`src/rtl/core/tcsr_pkg.sv`:
```
`default_nettype none

package tcsr_pkg;

    typedef enum logic [1:0] {
        ST_STARTUP = 2'd0,
        ST_RUNNING = 2'd1,
        ST_TIMEOUT = 2'd2,
        ST_DONE    = 2'd3
    } cycle_status_t;

    typedef enum logic [2:0] {
        REG_TARGET_CURRENT   = 3'd0,
        REG_MAX_CURRENT      = 3'd1,
        REG_TARGET_VOLTAGE   = 3'd2,
        REG_HYSTERESIS       = 3'd3,
        REG_STEP             = 3'd4,
        REG_INITIAL_SETPOINT = 3'd5,
        REG_STARTUP          = 3'd6,
        REG_TIMEOUT          = 3'd7
    } reg_index_t;

    localparam int unsigned ADDR_W = 5;

    localparam logic [15:0] RST_TARGET_CURRENT   = 16'd100;
    localparam logic [15:0] RST_MAX_CURRENT      = 16'd2000;
    localparam logic [15:0] RST_TARGET_VOLTAGE   = 16'd14400;
    localparam logic [15:0] RST_HYSTERESIS       = 16'd50;
    localparam logic [15:0] RST_STEP             = 16'd10;
    localparam logic [15:0] RST_INITIAL_SETPOINT = 16'd13800;
    localparam logic [31:0] RST_STARTUP          = 32'd5000;
    localparam logic [31:0] RST_TIMEOUT          = 32'd86400000;

    typedef struct packed {
        logic [15:0] charge_current_ma;
        logic [15:0] battery_voltage_mv;
        logic [31:0] elapsed_ms;
    } in_item_t;

    typedef struct packed {
        cycle_status_t cycle_status;
        logic [15:0]   setpoint_mv;
        logic          setpoint_written;
        logic          regulator_on;
    } out_item_t;

    typedef struct packed {
        logic [15:0] target_current_ma;
        logic [15:0] max_current_ma;
        logic [15:0] target_voltage_mv;
        logic [15:0] hysteresis_mv;
        logic [15:0] step_mv;
        logic [31:0] startup_ms;
        logic [31:0] timeout_ms;
    } cfg_t;

    typedef struct packed {
        logic        load;
        logic [15:0] value;
    } sp_load_t;

endpackage

`default_nettype wire

```
`src/rtl/core/tcsr_cfg_regs.sv`:
```
`default_nettype none

module tcsr_cfg_regs (
    input  wire logic                        aclk,
    input  wire logic                        aresetn,
    input  wire logic                        psel,
    input  wire logic                        penable,
    input  wire logic                        pwrite,
    input  wire logic [tcsr_pkg::ADDR_W-1:0] paddr,
    input  wire logic [31:0]                 pwdata,
    output logic      [31:0]                 prdata,
    output logic                             pready,
    output tcsr_pkg::cfg_t                   cfg,
    output tcsr_pkg::sp_load_t               sp_load
);

    tcsr_pkg::cfg_t     cfg_reg;
    logic [15:0]        init_sp_reg;
    logic               wr_en;
    tcsr_pkg::reg_index_t idx;

    assign pready = 1'b1;
    assign wr_en  = psel && penable && pwrite;
    assign idx    = tcsr_pkg::reg_index_t'(paddr[4:2]);

    always_ff @(posedge aclk) begin
        if (!aresetn) begin
            cfg_reg.target_current_ma <= tcsr_pkg::RST_TARGET_CURRENT;
            cfg_reg.max_current_ma    <= tcsr_pkg::RST_MAX_CURRENT;
            cfg_reg.target_voltage_mv <= tcsr_pkg::RST_TARGET_VOLTAGE;
            cfg_reg.hysteresis_mv     <= tcsr_pkg::RST_HYSTERESIS;
            cfg_reg.step_mv           <= tcsr_pkg::RST_STEP;
            cfg_reg.startup_ms        <= tcsr_pkg::RST_STARTUP;
            cfg_reg.timeout_ms        <= tcsr_pkg::RST_TIMEOUT;
            init_sp_reg               <= tcsr_pkg::RST_INITIAL_SETPOINT;
        end else if (wr_en) begin
            case (idx)
                tcsr_pkg::REG_TARGET_CURRENT:   cfg_reg.target_current_ma <= pwdata[15:0];
                tcsr_pkg::REG_MAX_CURRENT:      cfg_reg.max_current_ma    <= pwdata[15:0];
                tcsr_pkg::REG_TARGET_VOLTAGE:   cfg_reg.target_voltage_mv <= pwdata[15:0];
                tcsr_pkg::REG_HYSTERESIS:       cfg_reg.hysteresis_mv     <= pwdata[15:0];
                tcsr_pkg::REG_STEP:             cfg_reg.step_mv           <= pwdata[15:0];
                tcsr_pkg::REG_INITIAL_SETPOINT: init_sp_reg               <= pwdata[15:0];
                tcsr_pkg::REG_STARTUP:          cfg_reg.startup_ms        <= pwdata;
                tcsr_pkg::REG_TIMEOUT:          cfg_reg.timeout_ms        <= pwdata;
                default: ;
            endcase
        end
    end

    always_comb begin
        case (idx)
            tcsr_pkg::REG_TARGET_CURRENT:   prdata = {16'd0, cfg_reg.target_current_ma};
            tcsr_pkg::REG_MAX_CURRENT:      prdata = {16'd0, cfg_reg.max_current_ma};
            tcsr_pkg::REG_TARGET_VOLTAGE:   prdata = {16'd0, cfg_reg.target_voltage_mv};
            tcsr_pkg::REG_HYSTERESIS:       prdata = {16'd0, cfg_reg.hysteresis_mv};
            tcsr_pkg::REG_STEP:             prdata = {16'd0, cfg_reg.step_mv};
            tcsr_pkg::REG_INITIAL_SETPOINT: prdata = {16'd0, init_sp_reg};
            tcsr_pkg::REG_STARTUP:          prdata = cfg_reg.startup_ms;
            tcsr_pkg::REG_TIMEOUT:          prdata = cfg_reg.timeout_ms;
            default:                        prdata = 32'd0;
        endcase
    end

    assign cfg = cfg_reg;

    // the initial setpoint write also reloads the live setpoint
    assign sp_load.load  = wr_en && (idx == tcsr_pkg::REG_INITIAL_SETPOINT);
    assign sp_load.value = pwdata[15:0];

endmodule

`default_nettype wire

```
`src/rtl/core/tcsr_step_core.sv`:
```
`default_nettype none

module tcsr_step_core (
    input  wire logic                    aclk,
    input  wire logic                    aresetn,
    input  wire logic                    in_valid,
    input  wire tcsr_pkg::in_item_t      in_item,
    output logic                         take,
    input  wire tcsr_pkg::cfg_t          cfg,
    input  wire tcsr_pkg::sp_load_t      sp_load,
    output logic                         m_valid,
    input  wire logic                    m_ready,
    output tcsr_pkg::out_item_t          m_data
);

    logic [15:0]             setpoint_reg, setpoint_next;
    logic                    stopped_reg, stopped_next;
    tcsr_pkg::cycle_status_t final_status_reg, final_status_next;
    logic                    m_valid_reg;
    tcsr_pkg::out_item_t     m_data_reg, m_data_next;

    logic        in_startup, timed_out, is_done, over_current, too_high, too_low;
    logic [16:0] band_hi;
    logic [15:0] sp_dn, band_lo;
    logic [16:0] sp_sum;
    logic [15:0] sp_upv;

    assign take = in_valid && (!m_valid_reg || m_ready);

    always_comb begin
        in_startup   = in_item.elapsed_ms < cfg.startup_ms;
        timed_out    = in_item.elapsed_ms >= cfg.timeout_ms;
        is_done      = !in_startup && (in_item.charge_current_ma <= cfg.target_current_ma);
        over_current = in_item.charge_current_ma > cfg.max_current_ma;
        band_hi      = {1'b0, cfg.target_voltage_mv} + {1'b0, cfg.hysteresis_mv};
        band_lo      = cfg.target_voltage_mv - cfg.hysteresis_mv;
        too_high     = {1'b0, in_item.battery_voltage_mv} > band_hi;
        // a lower band edge below zero never asks for a step up
        too_low      = (cfg.hysteresis_mv <= cfg.target_voltage_mv) &&
                       (in_item.battery_voltage_mv < band_lo);
        sp_dn        = (cfg.step_mv >= setpoint_reg) ? 16'd0 : setpoint_reg - cfg.step_mv;
        sp_sum       = {1'b0, setpoint_reg} + {1'b0, cfg.step_mv};
        sp_upv       = sp_sum[16] ? 16'hFFFF : sp_sum[15:0];
    end

    always_comb begin
        setpoint_next     = setpoint_reg;
        stopped_next      = stopped_reg;
        final_status_next = final_status_reg;
        m_data_next.cycle_status     = final_status_reg;
        m_data_next.setpoint_written = 1'b0;
        if (!stopped_reg) begin
            m_data_next.cycle_status = in_startup ? tcsr_pkg::ST_STARTUP
                                                  : tcsr_pkg::ST_RUNNING;
            if (timed_out) begin
                stopped_next             = 1'b1;
                final_status_next        = tcsr_pkg::ST_TIMEOUT;
                m_data_next.cycle_status = tcsr_pkg::ST_TIMEOUT;
            end else if (is_done) begin
                stopped_next             = 1'b1;
                final_status_next        = tcsr_pkg::ST_DONE;
                m_data_next.cycle_status = tcsr_pkg::ST_DONE;
            end else if (over_current || too_high) begin
                setpoint_next                = sp_dn;
                m_data_next.setpoint_written = 1'b1;
            end else if (too_low) begin
                setpoint_next                = sp_upv;
                m_data_next.setpoint_written = 1'b1;
            end
        end
        m_data_next.setpoint_mv  = setpoint_next;
        m_data_next.regulator_on = !stopped_next;
    end

    always_ff @(posedge aclk) begin
        if (!aresetn) begin
            setpoint_reg     <= tcsr_pkg::RST_INITIAL_SETPOINT;
            stopped_reg      <= 1'b0;
            final_status_reg <= tcsr_pkg::ST_STARTUP;
            m_valid_reg      <= 1'b0;
        end else begin
            if (sp_load.load) begin
                setpoint_reg <= sp_load.value;
            end else if (take) begin
                setpoint_reg <= setpoint_next;
            end
            if (take) begin
                stopped_reg      <= stopped_next;
                final_status_reg <= final_status_next;
                m_valid_reg      <= 1'b1;
            end else if (m_ready) begin
                m_valid_reg <= 1'b0;
            end
        end
    end

    always_ff @(posedge aclk) begin
        if (take) begin
            m_data_reg <= m_data_next;
        end
    end

    assign m_valid = m_valid_reg;
    assign m_data  = m_data_reg;

`ifndef SYNTH
    a_stop_latches: assert property (@(posedge aclk) disable iff (!aresetn)
        stopped_reg |=> stopped_reg)
        else $error("stop latch released without reset");

    a_stopped_setpoint_holds: assert property (@(posedge aclk) disable iff (!aresetn)
        (stopped_reg && !sp_load.load) |=> $stable(setpoint_reg))
        else $error("setpoint moved after stop");

    a_off_no_write: assert property (@(posedge aclk) disable iff (!aresetn)
        (m_valid && !m_data.regulator_on) |-> !m_data.setpoint_written)
        else $error("setpoint written while regulator off");

    a_final_status_off: assert property (@(posedge aclk) disable iff (!aresetn)
        (m_valid && (m_data.cycle_status == tcsr_pkg::ST_TIMEOUT ||
                     m_data.cycle_status == tcsr_pkg::ST_DONE)) |-> !m_data.regulator_on)
        else $error("final status with regulator on");
`endif

endmodule

`default_nettype wire

```
`src/rtl/core/topping_charge_step_regulator.sv`:
```
// Channel   Ports                              Dir   Transfer when
// input     s_valid s_ready s_data             in    s_valid && s_ready
// result    m_valid m_ready m_data             out   m_valid && m_ready
// config    psel penable pwrite paddr pwdata   in    psel && penable && pwrite (pready = 1)
//
// One item per cycle sustained while the result is not stalled; a result passes
// through the input register, then the step logic into the result register.
// The setpoint and stop latch update as an item moves into the result register.
// A stalled result holds the result register; the input register keeps
// accepting while it is empty or moving on. Reset is synchronous, active low.
`default_nettype none

module topping_charge_step_regulator (
    input  wire logic                        aclk,
    input  wire logic                        aresetn,
    input  wire logic                        s_valid,
    output logic                             s_ready,
    input  wire tcsr_pkg::in_item_t          s_data,
    output logic                             m_valid,
    input  wire logic                        m_ready,
    output tcsr_pkg::out_item_t              m_data,
    input  wire logic                        psel,
    input  wire logic                        penable,
    input  wire logic                        pwrite,
    input  wire logic [tcsr_pkg::ADDR_W-1:0] paddr,
    input  wire logic [31:0]                 pwdata,
    output logic      [31:0]                 prdata,
    output logic                             pready
);

    tcsr_pkg::cfg_t     cfg;
    tcsr_pkg::sp_load_t sp_load;
    tcsr_pkg::in_item_t in_item_reg;
    logic               in_valid_reg;
    logic               take;

    assign s_ready = !in_valid_reg || take;

    always_ff @(posedge aclk) begin
        if (!aresetn) begin
            in_valid_reg <= 1'b0;
        end else if (s_ready) begin
            in_valid_reg <= s_valid;
        end
    end

    always_ff @(posedge aclk) begin
        if (s_valid && s_ready) begin
            in_item_reg <= s_data;
        end
    end

    tcsr_cfg_regs u_cfg (
        .aclk    (aclk),
        .aresetn (aresetn),
        .psel    (psel),
        .penable (penable),
        .pwrite  (pwrite),
        .paddr   (paddr),
        .pwdata  (pwdata),
        .prdata  (prdata),
        .pready  (pready),
        .cfg     (cfg),
        .sp_load (sp_load)
    );

    tcsr_step_core u_core (
        .aclk     (aclk),
        .aresetn  (aresetn),
        .in_valid (in_valid_reg),
        .in_item  (in_item_reg),
        .take     (take),
        .cfg      (cfg),
        .sp_load  (sp_load),
        .m_valid  (m_valid),
        .m_ready  (m_ready),
        .m_data   (m_data)
    );

endmodule

`default_nettype wire
```
`config.mk`:
```
export PLATFORM = sky130hd
export DESIGN_NAME = topping_charge_step_regulator
export DESIGN_NICKNAME = d
export VERILOG_FILES = /design/src/rtl/core/tcsr_pkg.sv /design/src/rtl/core/tcsr_cfg_regs.sv /design/src/rtl/core/tcsr_step_core.sv /design/src/rtl/core/topping_charge_step_regulator.sv
export SDC_FILE = /design/constraint.sdc
export NUM_CORES = 1
export LEC_CHECK = 0
export ABC_CLOCK_PERIOD_IN_PS = 5100
export BUFFER_PORTS_ARGS = -buffer_cell sky130_fd_sc_hd__buf_2
export CORE_AREA = 2 2 179 312
export DETAILED_ROUTE_END_ITERATION = 6
export DIE_AREA = 0 0 181 314
export MAX_ROUTING_LAYER = met4
export PLACE_DENSITY = 0.58
export SYNTH_ARGS = -nofsm -noshare
export SYNTH_HDL_FRONTEND = slang
export SYNTH_SLANG_ARGS = --single-unit
```
`constraint.sdc`:
```
create_clock -name aclk -period 5.1 [get_ports aclk]
set_clock_uncertainty 0.15 [all_clocks]
set_input_delay 0.51 -clock aclk [delete_from_list [all_inputs] [get_ports aclk]]
set_output_delay 0.51 -clock aclk [all_outputs]
set_load 0.005 [all_outputs]
```
# Word-level counts from Yosys, hierarchy flattened

Index checks and enable logic that the tools add are counted.

Register bits after elaboration: 265
Input port bits: 108
Output and inout bits: 55
Word-level logic and storage cells: 91

Add/subtract/negate cells: 4
$lt $le $gt $ge: 8
Equal/unequal tests: 7
Multiplexer cells: 23
Bitwise logic cells: 1
Reductions and logical operators: 28

Operators with widths:

| cell               | number |
|---|---|
| $pmux 32 s8        | 1 |
| $mux 16            | 9 |
| $add 16x16->17     | 2 |
| $ge 32x32->1       | 1 |
| $le 16x16->1       | 2 |
| $lt 32x32->1       | 1 |
| $sub 16x16->16     | 2 |
| $gt 16x17->1       | 1 |
| $ge 16x16->1       | 1 |
| $gt 16x16->1       | 1 |
| $lt 16x16->1       | 1 |
| $reduce_and 2->1   | 8 |
| $eq 3x3->1 const B | 4 |
| $mux 2             | 5 |
| $mux 1             | 8 |
| $logic_and 1x1->1  | 7 |
| $eq 3x2->1 const B | 2 |
| $reduce_bool 2->1  | 3 |
| $logic_not 1->1    | 4 |
| $eq 3x1->1 const B | 1 |
| $logic_not 3->1    | 1 |
| $logic_or 1x1->1   | 3 |
| $reduce_and 3->1   | 1 |
| $reduce_or 3->1    | 1 |
| $not 1->1          | 1 |

# Logic depth before layout (Yosys ltp)

Depth after elaboration: 10
Gate-level depth with buffers: 23
Depth with buffers taken out: 22

# Cells and area by module

Synthesis repeated with hierarchy kept, for this count alone.

Cells, all modules: 2080
Area, all modules: 17644.4 µm²

Modules (own cells, without submodules):

| module                        | times used | cells an instance | area each (µm²) | seq. area each (µm²) |
|---|---|---|---|---|
| tcsr_step_core                | 1          | 1071              | 8125.3          | 1001.0 |
| tcsr_cfg_regs                 | 1          | 940               | 7539.7          | 3203.1 |
| topping_charge_step_regulator | 1          | 69                | 1979.4          | 1941.9 |

# Worst setup path before layout

OpenSTA, ideal clock, no wires.

Kind: reg2reg
Start point: reg u_cfg.cfg_reg (netlist bit u_cfg.cfg[81])
End point: reg u_core.m_data_reg (netlist bit u_core.m_data[14]), data pin
Library setup time: 0.269 ns
Arrival time: 4.136 ns
Setup slack: 0.545 ns
Stages on the path, launching flop included: 22
Clock period less this slack: 4.555 ns
Cells stage by stage: dfxtp_1 > inv_1 > ha_1 > nand2b_1 > a21oi_1 > o21ai_0 > a211o_1 > a211oi_1 > o21ai_0 > and3b_1 > o31ai_1 > nand3_1 > ha_1 > nand4_1 > nor2_1 > a311oi_1 > o211a_4 > buf_6 > nor2_1 > a221o_1 > a21oi_1 > o21ai_0

RTL lines:

| what                 | RTL line             | RTL |
|---|---|---|
| start, declared      | tcsr_cfg_regs.sv:17  | `tcsr_pkg::cfg_t cfg_reg;` |
| end signal, assigned | tcsr_step_core.sv:99 | `m_data_reg <= m_data_next;` |
| end, declared        | tcsr_step_core.sv:20 | `tcsr_pkg::out_item_t m_data_reg, m_data_next;` |

==> qor.yml <==
status:
  run_status: "finished, final reports clean"
yosys:
  synthXorXnorAreaFrac_pct: 1.32
  synthMuxAreaShare_pct: 2.46
  mappedNetlistNets: 2313
  postSynthCellCount: 2011
  synth.avg_cell_area_um2: 8.56
  synth-edff-count: 84
  synth_top_area_share_pct: 21.0
  synth-compound-area-share_pct: 23.2
  synth_seq_area_share_pct: 35.7
  synthSimpleGateAreaFrac_pct: 16.2
  flops_latches_synth: 265
  ys_warn_count: 0
  async_flop_share_pct: 0
  post_synth_main_area_contributors: "sky130_fd_sc_hd__dfxtp_1, sky130_fd_sc_hd__edfxtp_1, sky130_fd_sc_hd__ha_1"
  synth_flop_cell: "sky130_fd_sc_hd__dfxtp_1"
  synth.distinct_cells: 85
  synth-adder-area-share_pct: 14.3
  synth_top_area_cell: "sky130_fd_sc_hd__dfxtp_1"
  syn-cell-area_mm2: 0.0172
  main_combinational_cell_family_by_area_after_synthesis: "compound AO/OA/AOI/OAI gates"
global_route:
  global_route.usage.total_pct: 22.6
  antenna_found_initial: 1
  grt_pass1_wl_mm: 95.3
  first_global_vias: 16400
  grt_start_max_net_pins: 75
  grt_overflow_total: 0
drt:
  avg_wl_per_cell_um: 21.3
  detailroute.wirelength.met2_mm: 32.7
  route.top_layer_used: "met4"
  vias: 15800
  drtAntennaViolNets: 0
  wl_met3_mm: 3.11
  drt_iter0_drc: 800
  number_of_vias_per_cell: 5.35
  wirelength_mm: 63.1
  drc: 0
  drt_pre_antenna_iters: 5
  wl_met1_mm: 22.0
power_and_ir_drop:
  power.switching_fraction_pct: 28.5
  ir_worst_vdd_uv: 249
  clkPwrFrac_pct: 39.5
  pwr-share-seq_pct: 44.3
  p_switching_mw: 1.47
  cellInternalPower_mw: 3.70
  power_density_mw_per_mm2: 248
  power.leakage_nw: 8.31
  share_comb_of_total_power_pct: 16.2
floorplanning:
  start_util_pct: 31.7
  placementRows: 113
  die_height_um: 314
  core-area_mm2: 0.0543
  die_w_um: 181
  dieArea_mm2: 0.0568
  boundary_pins: 163
min_path:
  worstHoldPathType: "primary input to register"
critical_path:
  cp_data_arrival_time_ns: 5.09
  worstPathRequired_ns: 5.26
  setup.worst_path.start_class: "register"
  criticalPathCategory: "register to register"
  setup.worst_path.end_class: "register"
  crit_path_max_fanout: 8
clocking:
  htree_levels: 1
  clock_insertion_delay_worst_skew_ns: 0.58
  clk_pin_slew_worst_setup_hold_paths_ns: 0.07
  tritoncts_num_sinks: 265
  clock_tree.root_cell: "sky130_fd_sc_hd__clkbuf_16"
  tritoncts_clock_tree: "done"
  cts_max_path_buffers: 3
  numCtsBuffers: 27
final_layout:
  finalNonFillerCells: 2957
  utilization_pct: 38.3
  drive_gt1_share_pct: 16.2
  max_reg_flops: 144
  finish.net_count: 2547
  syn2layout_area_growth_pct: 20.9
job:
  maxCapViolCount: 0
placement:
  dpl_worst_slack_ns: -0.201
  buffers_on_ports: 159
  place_inst: 2840
  globalplace.congestion: 0.994
  dp.final_hpwl_mm: 49.6
sta:
  timing.fmax_mhz: 203
  slew_headroom_pct: 26.0
  layout_min_cycle_time_ns: 4.92
  timing_hold_violations_final: 0
  timing.setup.tns_ns: 0
  finalSetupViolCount: 0
  fin_hold_ws_ns: 0.0246
  worst_slack_ns: 0.176
  final_max_slew_viol_count: 0
  timing.final.crit_share_pct: 96.5
  tightestPinTransition_ns: 1.10
per-stage QoR:
stage / power [mW] / area, um^2
CTS: 5.20 / 20700
detailed placement: 3.12 / 19200
global placement: 3.11 / 19200
finish: 5.17 / 20800
global route: 5.38 / 20800
floorplan: 2.78 / 17200
power by group through the flow:
stage | clock, mW | combinational [mW] | sequential (mW)
detailed placement | 0 | 0.781 | 2.34
floorplan | 0 | 0.461 | 2.32
global placement | 0 | 0.768 | 2.34
finish | 2.04 | 0.837 | 2.29
CTS | 2.08 | 0.825 | 2.29
global route | 2.16 | 0.913 | 2.30
synthesized netlist by cell type, types with 8 or more instances:
master                     instances
sky130_fd_sc_hd__nand2b_1         13
sky130_fd_sc_hd__a22o_1           26
sky130_fd_sc_hd__and3_1            9
sky130_fd_sc_hd__nand4_1          23
sky130_fd_sc_hd__nor3_1           29
sky130_fd_sc_hd__and2_1           14
sky130_fd_sc_hd__xnor2_1          20
sky130_fd_sc_hd__o211ai_1         44
sky130_fd_sc_hd__dfxtp_1         181
sky130_fd_sc_hd__mux2i_1          13
sky130_fd_sc_hd__o31ai_1           8
sky130_fd_sc_hd__o22ai_1          10
sky130_fd_sc_hd__mux4_2           13
sky130_fd_sc_hd__a221oi_1         18
sky130_fd_sc_hd__a22oi_1           8
sky130_fd_sc_hd__inv_1           185
sky130_fd_sc_hd__nand2_1         371
sky130_fd_sc_hd__a21boi_0        130
sky130_fd_sc_hd__nor2_1           84
sky130_fd_sc_hd__o21ai_0          63
sky130_fd_sc_hd__ha_1            190
sky130_fd_sc_hd__nand3_1          48
sky130_fd_sc_hd__clkbuf_1         87
sky130_fd_sc_hd__a21o_1           31
sky130_fd_sc_hd__a211oi_1         18
sky130_fd_sc_hd__o221ai_1         11
sky130_fd_sc_hd__a21oi_1         111
sky130_fd_sc_hd__nor2b_1           9
sky130_fd_sc_hd__edfxtp_1         84
sky130_fd_sc_hd__o21a_1            8
timing repair:
item	4_1_cts	5_1_grt
gates resized for setup	7	23
buffers inserted	0	2
pin swaps	0	15
hold buffers	64	0
hold endpoints to repair	64	0
endpoints found under the setup margin	16	32
worst max-delay path, cell delays in order, from the launching register on:
cell and delay [ns]:
sky130_fd_sc_hd__dfxtp_1 0.34, sky130_fd_sc_hd__ha_1 0.18, sky130_fd_sc_hd__inv_1 0.06, sky130_fd_sc_hd__fa_2 0.37, sky130_fd_sc_hd__nor2_4 0.14, sky130_fd_sc_hd__o211ai_2 0.11
sky130_fd_sc_hd__a311o_1 0.39, sky130_fd_sc_hd__a311o_1 0.31, sky130_fd_sc_hd__a21oi_1 0.15, sky130_fd_sc_hd__nor2_1 0.06, sky130_fd_sc_hd__xnor2_1 0.14, sky130_fd_sc_hd__ha_1 0.31
sky130_fd_sc_hd__nand4_1 0.11, sky130_fd_sc_hd__nor2_2 0.22, sky130_fd_sc_hd__buf_4 0.16, sky130_fd_sc_hd__a311oi_4 0.10, sky130_fd_sc_hd__o211ai_4 0.20, sky130_fd_sc_hd__buf_4 0.25
sky130_fd_sc_hd__a21oi_1 0.10, sky130_fd_sc_hd__buf_4 0.18, sky130_fd_sc_hd__a221o_1 0.29, sky130_fd_sc_hd__a21oi_1 0.20, sky130_fd_sc_hd__o21ai_0 0.13
layout make-up:
type / instances / area, um^2
Inverter: 189 / 709
Tap cell: 690 / 863
Fill cell: 5649 / 33500
Sequential cell: 265 / 6150
Clock buffer: 39 / 803
Timing Repair Buffer: 316 / 2150
Clock inverter: 11 / 80.1
Antenna cell: 1 / 2.50
Multi-Input combinational cell: 1446 / 10100
worst paths after layout:
kind,from,to,slack [ns],cells after the start
worst max-delay path,u_cfg.cfg[80],u_core.m_data[14],0.18,22
worst min-delay path,s_valid,in_valid_reg,0.02,3
worst max register to register,u_cfg.cfg[80],u_core.m_data[14],0.18,22
worst min register to register,u_cfg.init_sp_reg[7],u_cfg.init_sp_reg[7],0.30,2
routing by layer:
layer | GRT usage [%] | vias up
met5 | - | -
met4 | 16.4 | 0
li1 | - | 7587
met3 | 2.94 | 204
met1 | 21.9 | 7486
met2 | 41.3 | 533
placed cells by master, fill, tap and decap left out, drive strengths merged, types with 7 or more instances in the layout:
master,instances
nand2,371
buf,252
inv,193
ha,190
dfxtp,181
a21boi,130
a21oi,113
nor2,86
edfxtp,84
o21ai,69
dlygate4sd3,64
nand3,49
o211ai,48
clkbuf,39
a21o,31
nor3,30
a22o,26
nand4,23
xnor2,20
a221oi,19
a211oi,18
and2,15
nand2b,13
mux2i,13
mux4,13
o221ai,12
o22ai,10
nor2b,9
and3,9
a22oi,8
o31ai,8
o21a,8
o21bai,7
nor4,7
a2111oi,7
cells by family after synthesis:
kind of cell    Yosys count
flops                   265
simple gates            636
buf+inv                 300
fa+ha+maj               194
mux                      26
compound gates          563
other cells               1
xor+xnor                 26
Power figures use the tool's default switching activity.
